`src/hw/rtl/ipv4_longest_prefix_lookup_macros.svh`:
```
// assertion macros for the ipv4 longest prefix lookup block
`ifndef IPV4_LONGEST_PREFIX_LOOKUP_MACROS_SVH
`define IPV4_LONGEST_PREFIX_LOOKUP_MACROS_SVH

// checked outside reset only
`define LPM_ASSERT(lbl, prop, msg) \
  lbl: assert property (@(posedge clk_i) disable iff (!rst_ni) prop) else $error(msg);

// checked during reset as well
`define LPM_ASSERT_RST(lbl, prop, msg) \
  lbl: assert property (@(posedge clk_i) prop) else $error(msg);

`endif

```
`src/hw/rtl/ipv4_lpm_pkg.sv`:
```
// types and constants shared by the ipv4 longest prefix lookup block
`timescale 1ns / 1ps
`default_nettype none

package ipv4_lpm_pkg;

  localparam int TABLE_DEPTH = 256;
  localparam int IDX_W       = (TABLE_DEPTH > 2) ? $clog2(TABLE_DEPTH) : 1;
  localparam int ENTRY_W     = 8;
  localparam int CNT_W       = 9;
  localparam int ADDR_W      = 32;
  localparam int PORT_W      = 4;
  localparam int CMP_W       = (IDX_W > ENTRY_W) ? ((IDX_W > CNT_W) ? IDX_W : CNT_W)
                                                 : ((ENTRY_W > CNT_W) ? ENTRY_W : CNT_W);

  localparam logic ACT_WRITE  = 1'b0;
  localparam logic ACT_LOOKUP = 1'b1;

  typedef struct packed {
    logic               action;
    logic [ENTRY_W-1:0] entry_index;
    logic [ADDR_W-1:0]  prefix;
    logic [ADDR_W-1:0]  mask;
    logic [ADDR_W-1:0]  next_hop_in;
    logic [PORT_W-1:0]  port_in;
    logic [ADDR_W-1:0]  dest_addr;
  } lpm_in_t;

  typedef struct packed {
    logic               hit;
    logic [ADDR_W-1:0]  next_hop_out;
    logic [PORT_W-1:0]  port_out;
    logic [ENTRY_W-1:0] match_index;
  } lpm_out_t;

  // word moving along the chain; mask, hop and port hold the entry
  // data of a write and the best match so far of a lookup
  typedef struct packed {
    logic               action;
    logic [ENTRY_W-1:0] entry_index;
    logic [ADDR_W-1:0]  prefix;
    logic [ADDR_W-1:0]  mask;
    logic [ADDR_W-1:0]  hop;
    logic [PORT_W-1:0]  port;
    logic [ADDR_W-1:0]  dest_addr;
    logic               found;
    logic [IDX_W-1:0]   best_idx;
  } lpm_tok_t;

endpackage

`default_nettype wire

```
`src/hw/rtl/ipv4_lpm_cell.sv`:
```
// one route slot of the lookup chain with its compare and forward stage
`timescale 1ns / 1ps
`default_nettype none

module ipv4_lpm_cell (
  input  logic                              clk_i,
  input  logic                              rst_ni,
  input  logic                              adv_i,
  input  logic [ipv4_lpm_pkg::CNT_W-1:0]    limit_i,
  input  logic [ipv4_lpm_pkg::IDX_W-1:0]    cell_idx_i,
  input  logic                              vld_i,
  input  ipv4_lpm_pkg::lpm_tok_t            tok_i,
  output logic                              vld_o,
  output ipv4_lpm_pkg::lpm_tok_t            tok_o
);
  import ipv4_lpm_pkg::*;

  logic [ADDR_W-1:0] pfx_q;
  logic [ADDR_W-1:0] msk_q;
  logic [ADDR_W-1:0] nh_q;
  logic [PORT_W-1:0] port_q;

  logic     wr_hit;
  logic     in_use;
  logic     match;
  logic     better;
  logic     vld_q;
  lpm_tok_t tok_d;
  lpm_tok_t tok_q;

  always_comb begin
    wr_hit = vld_i && (tok_i.action == ACT_WRITE) &&
             (CMP_W'(tok_i.entry_index) == CMP_W'(cell_idx_i));
    in_use = CMP_W'(cell_idx_i) < CMP_W'(limit_i);
    match  = (tok_i.dest_addr & msk_q) == pfx_q;
    better = !tok_i.found || (msk_q > tok_i.mask);
    tok_d  = tok_i;
    if (vld_i && (tok_i.action == ACT_LOOKUP) && in_use && match && better) begin
      tok_d.found    = 1'b1;
      tok_d.mask     = msk_q;
      tok_d.hop      = nh_q;
      tok_d.port     = port_q;
      tok_d.best_idx = cell_idx_i;
    end
  end

  always_ff @(posedge clk_i) begin
    if (adv_i && wr_hit) begin
      pfx_q  <= tok_i.prefix;
      msk_q  <= tok_i.mask;
      nh_q   <= tok_i.hop;
      port_q <= tok_i.port;
    end
  end

  always_ff @(posedge clk_i or negedge rst_ni) begin
    if (!rst_ni) begin
      vld_q <= 1'b0;
    end else if (adv_i) begin
      vld_q <= vld_i;
    end
  end

  always_ff @(posedge clk_i) begin
    if (adv_i) begin
      tok_q <= tok_d;
    end
  end

  assign vld_o = vld_q;
  assign tok_o = tok_q;

endmodule

`default_nettype wire

```
`config.mk`:
```
export PLATFORM = sky130hd
export DESIGN_NAME = ipv4_lpm_cell
export DESIGN_NICKNAME = d
export VERILOG_FILES = /design/src/hw/rtl/ipv4_longest_prefix_lookup_macros.svh /design/src/hw/rtl/ipv4_lpm_pkg.sv /design/src/hw/rtl/ipv4_lpm_cell.sv
export SDC_FILE = /design/constraint.sdc
export NUM_CORES = 1
export LEC_CHECK = 0
export BUFFER_PORTS_ARGS = -buffer_cell sky130_fd_sc_hd__buf_4
export CORE_AREA = 2 2 172 174
export DETAILED_ROUTE_END_ITERATION = 12
export DIE_AREA = 0 0 174 176
export PLACE_DENSITY = 0.65
export REMOVE_ABC_BUFFERS = 1
export SYNTH_ARGS = -nofsm -noshare
export SYNTH_HDL_FRONTEND = slang
export SYNTH_SLANG_ARGS = --single-unit
```
`constraint.sdc`:
```
create_clock -name clk_i -period 2.9 [get_ports clk_i]
set_input_delay 0 -clock clk_i [delete_from_list [all_inputs] [get_ports clk_i]]
set_output_delay 0 -clock clk_i [all_outputs]
set_load 0.02 [all_outputs]
```
==> impl_metrics.csv <==
group,metric,value,unit
grt,grt.total_usage,17.5,%
setup_path,cp-start-kind,"flop",
setup_path,worstPathArrival,3.14,ns
floorplanning,die_w,174,µm
setup_path,cpMaxStageDelayCell,"edfxtp_1",
setup_path,cp_top_family,"simple AND/OR/NAND/NOR gates",
finish,syn_to_final_growth,60.5,%
power,power_leakage,7.01,nW
setup_path,worstReg2RegEnd,"tok_o[59]$_DFFE_PP_",
placed_design,dp_hpwl,17900,µm
floorplanning,core,28500,µm²
clock_tree,htreeDepth,1,
run,cap_viol_max_count,0,
detailed_routing,avgViaCountPerCell,4.60,
timing,relSlewSlack,43.1,%
grt,grt_pass1_vias,7606,
grt,grt_first_pass_wirelength,41900,µm
timing,finalHoldViolCount,0,
detailed_routing,drtIter0Drc,383,
detailed_routing,postRouteAntennaNets,0,
clock_tree,cts_tree,"built",
detailed_routing,wl_met1,11900,µm
grt,grt_overflow,0,
clock_tree,numCtsBuffers,28,
timing,skew,0.00906,ns
placed_design,place.gp.congestion,0.759,
detailed_routing,num_vias,7063,
worst_hold_path,hold_end,"tok_o[58]$_DFFE_PP_",
placed_design,place_ws,-0.0625,ns
timing,period_minus_slack,2.86,ns
yosys,synthCells,573,
clock_tree,cts_buffer_depth,3,
setup_path,ff2ff_setup_slack,0.04,ns
timing,finalSetupTns,0,ns
floorplanning,std_cell_rows,62,
finish,drive_gt1_share,44.0,%
detailed_routing,met3_wirelength,2030,µm
timing,fin_crit_sh,98.5,%
timing,whs,0.140,ns
yosys,ys_seq_elements,251,
timing,setup_viol,0,
floorplanning,io_pins,322,
timing,rsz0062_at_grt,"yes",
detailed_routing,drcViolationCount,0,
setup_path,critPathMaxStageDelay,0.39,ns
setup_path,crit_fanout,5,
worst_hold_path,min_path_type,"input pin to flop",
setup_path,crit_path_end_kind,"flop",
setup_path,crit_type,"flop to flop",
clock_tree,cts_root_buffer,"clkbuf_16",
grt,grt_max_degree,152,
finish,antenna_cells,0,
placed_design,dpl_cell_area,13400,µm²
setup_path,cp.required,3.18,ns
setup_path,reg2reg_depth,10,
floorplanning,die-height,176,µm
detailed_routing,top_layer_used,"met4",
yosys,yosysWarningCount,0,
power,vdd_ir_drop_max,0.384,mV
timing,fin_ws,0.0448,ns
worst_hold_path,holdPathStages,2,
clock_tree,insertion_delay,0.54,ns
setup_path,rr_startpoint,"msk_q[23]$_DFFE_PP_",
power,power_density,539,nW/µm²
timing,worst_slew_pin_slew,0.854,ns
clock_tree,path_clk_slew,0.06,ns
timing,maxSlewViolCount,0,
floorplanning,dieArea,30600,µm²
outcome,status,"completed",
yosys,netlist_area,10200,µm²
finish,fillers,2193,
setup_path,crit_buf_inv,3,
power,power,8.87,mW
yosys,avgSynthCellArea,17.9,µm²
placed_design,io_buffers,321,
yosys,ys_seq_area_share,73.5,%
detailed_routing,wl_per_cell,19.0,µm
detailed_routing,first_pass_iters,4,
timing,fmax,350,MHz
setup_path,crit_chain,"ha_1 > nand4_1 > nor4_1 > buf_4 > and2_4 > o22ai_2 > o2111ai_4 > buf_8 > clkbuf_16 > mux2_2",
detailed_routing,wl_met2,14700,µm
yosys,yosysUniqueCellTypes,41,
finish,multi_input_area,2680,µm²
grt,antenna_found_initial,0,
floorplanning,start_util,35.9,%
finish,finalInstanceArea,16400,µm²
clock_tree,cts.sink_count,251,
finish,regArea,7530,µm²
finish,fin_nets,1341,
detailed_routing,drt_wl_total,29200,µm
worst_hold_path,worstHoldStart,"adv_i",
## worst max-delay path by stage
stage | startpoint | to | slack [ns] | cells past startpoint
2_1_floorplan | tok_i[148] | msk_q[0]$_DFFE_PP_ | -7.94 | 4
3_3_place_gp | msk_q[28]$_DFFE_PP_ | tok_o[84]$_DFFE_PP_ | -0.04 | 11
3_5_place_dp | msk_q[25]$_DFFE_PP_ | tok_o[89]$_DFFE_PP_ | -0.06 | 10
4_1_cts | msk_q[26]$_DFFE_PP_ | tok_o[67]$_DFFE_PP_ | -0.04 | 9
5_1_grt | msk_q[27]$_DFFE_PP_ | tok_o[46]$_DFFE_PP_ | -0.05 | 10
6_report | msk_q[23]$_DFFE_PP_ | tok_o[59]$_DFFE_PP_ | 0.04 | 10
## power breakdown
part           total (mW)  internal (mW)  switching [mW]  leakage (nW)
clock                3.59           2.17            1.43         0.449
combinational        1.07          0.577           0.498          4.19
sequential           4.20           4.16          0.0452          2.38
total                8.87           6.90            1.97          7.01
## Yosys cell counts
cell / number / area share (%)
a32oi_1: 1 / 0.085
nor2_1: 2 / 0.073
a211o_1: 2 / 0.17
edfxtp_1: 250 / 73
buf_2: 3 / 0.15
o22a_1: 2 / 0.17
o21bai_1: 1 / 0.073
mux2_4: 40 / 5.9
o2111ai_1: 1 / 0.085
nor3_1: 2 / 0.098
xnor2_1: 3 / 0.26
o2111ai_2: 1 / 0.15
and3b_1: 2 / 0.17
nand4_1: 14 / 0.85
a221oi_1: 2 / 0.17
a211oi_1: 3 / 0.22
nand2b_1: 2 / 0.12
o21ai_0: 5 / 0.24
a31o_2: 1 / 0.085
and2_1: 1 / 0.061
buf_6: 4 / 0.44
mux2_2: 36 / 4.0
nand3_1: 7 / 0.34
a221oi_2: 1 / 0.15
o211ai_1: 2 / 0.15
a21o_1: 4 / 0.29
a21oi_1: 19 / 0.93
dfrtp_1: 1 / 0.24
inv_1: 45 / 1.6
ha_1: 39 / 4.8
nor4_1: 4 / 0.24
nand4b_1: 1 / 0.085
and3_1: 6 / 0.37
nand2_1: 32 / 1.2
o22ai_1: 2 / 0.12
buf_4: 1 / 0.073
a21boi_0: 2 / 0.15
nor4_2: 1 / 0.12
xor2_1: 26 / 2.2
a2111o_1: 1 / 0.11
nor2b_1: 1 / 0.061
## metrics by stage
| step | std cells | util [%] |
|---|---|---|
| 5_1_grt | 1535 | 57.6 |
| 6_report | 1535 | 57.6 |
| 4_1_cts | 1517 | 56.0 |
| 2_1_floorplan | 565 | - |
| 3_5_place_dp | 1303 | 46.9 |
| 3_3_place_gp | 1303 | 46.9 |
## state kept, by name, indices dropped and copies added, names as in the netlist
register	flops
port_q	4
nh_q	32
msk_q	32
tok_o	150
vld_o	1
pfx_q	32
## layer usage
metal  track usage (%)  up-vias
met5                 0        -
met4              4.76        0
met1              21.0     3433
met3              4.41       57
met2              31.3      250
li1                  -     3323
## final cells by class
cell class / instances / area share, %
clock buffer: 33 / 4.50
clock inverter: 17 / 1.14
inverter: 45 / 1.03
multi-input combinational: 269 / 16.3
sequential: 251 / 45.8
tap: 384 / 2.92
timing repair buffer: 536 / 28.3
## placed cells by master, fill, tap and decap left out, types with 5 or more instances in the layout
cell type	n
a21oi_1	19
and3_1	6
buf_12	8
buf_4	354
buf_6	5
clkbuf_16	35
clkinv_2	6
dlygate4sd3_1	162
edfxtp_1	250
ha_1	35
inv_1	45
mux2_2	11
mux2_4	65
nand2_1	32
nand3_1	7
nand4_1	14
o21ai_0	5
xor2_1	26
## logic make-up (layout without fill, tap and decap cells)
kind of cell / count (synthesis) / after routing / share of synthesized area [%]
xor gates and xnor gates: 29 / 29 / 2.48
and+or+nand+nor: 75 / 75 / 3.77
AOI/OAI and AO/OA: 50 / 50 / 3.35
DFF: 251 / 251 / 73.5
muxes: 76 / 76 / 9.82
buffers and inverters: 53 / 631 / 2.31
adders and majority gates: 39 / 39 / 4.76
## repair_timing
action	in CTS	in global routing
gates cloned	0	9
endpoints found under the hold margin	252	0
hold buffers	162	0
pin swaps	3	11
buffers inserted	2	9
resized for setup	3	44
setup endpoints to repair	54	74
Note: power is estimated with default switching activity, not from simulation.
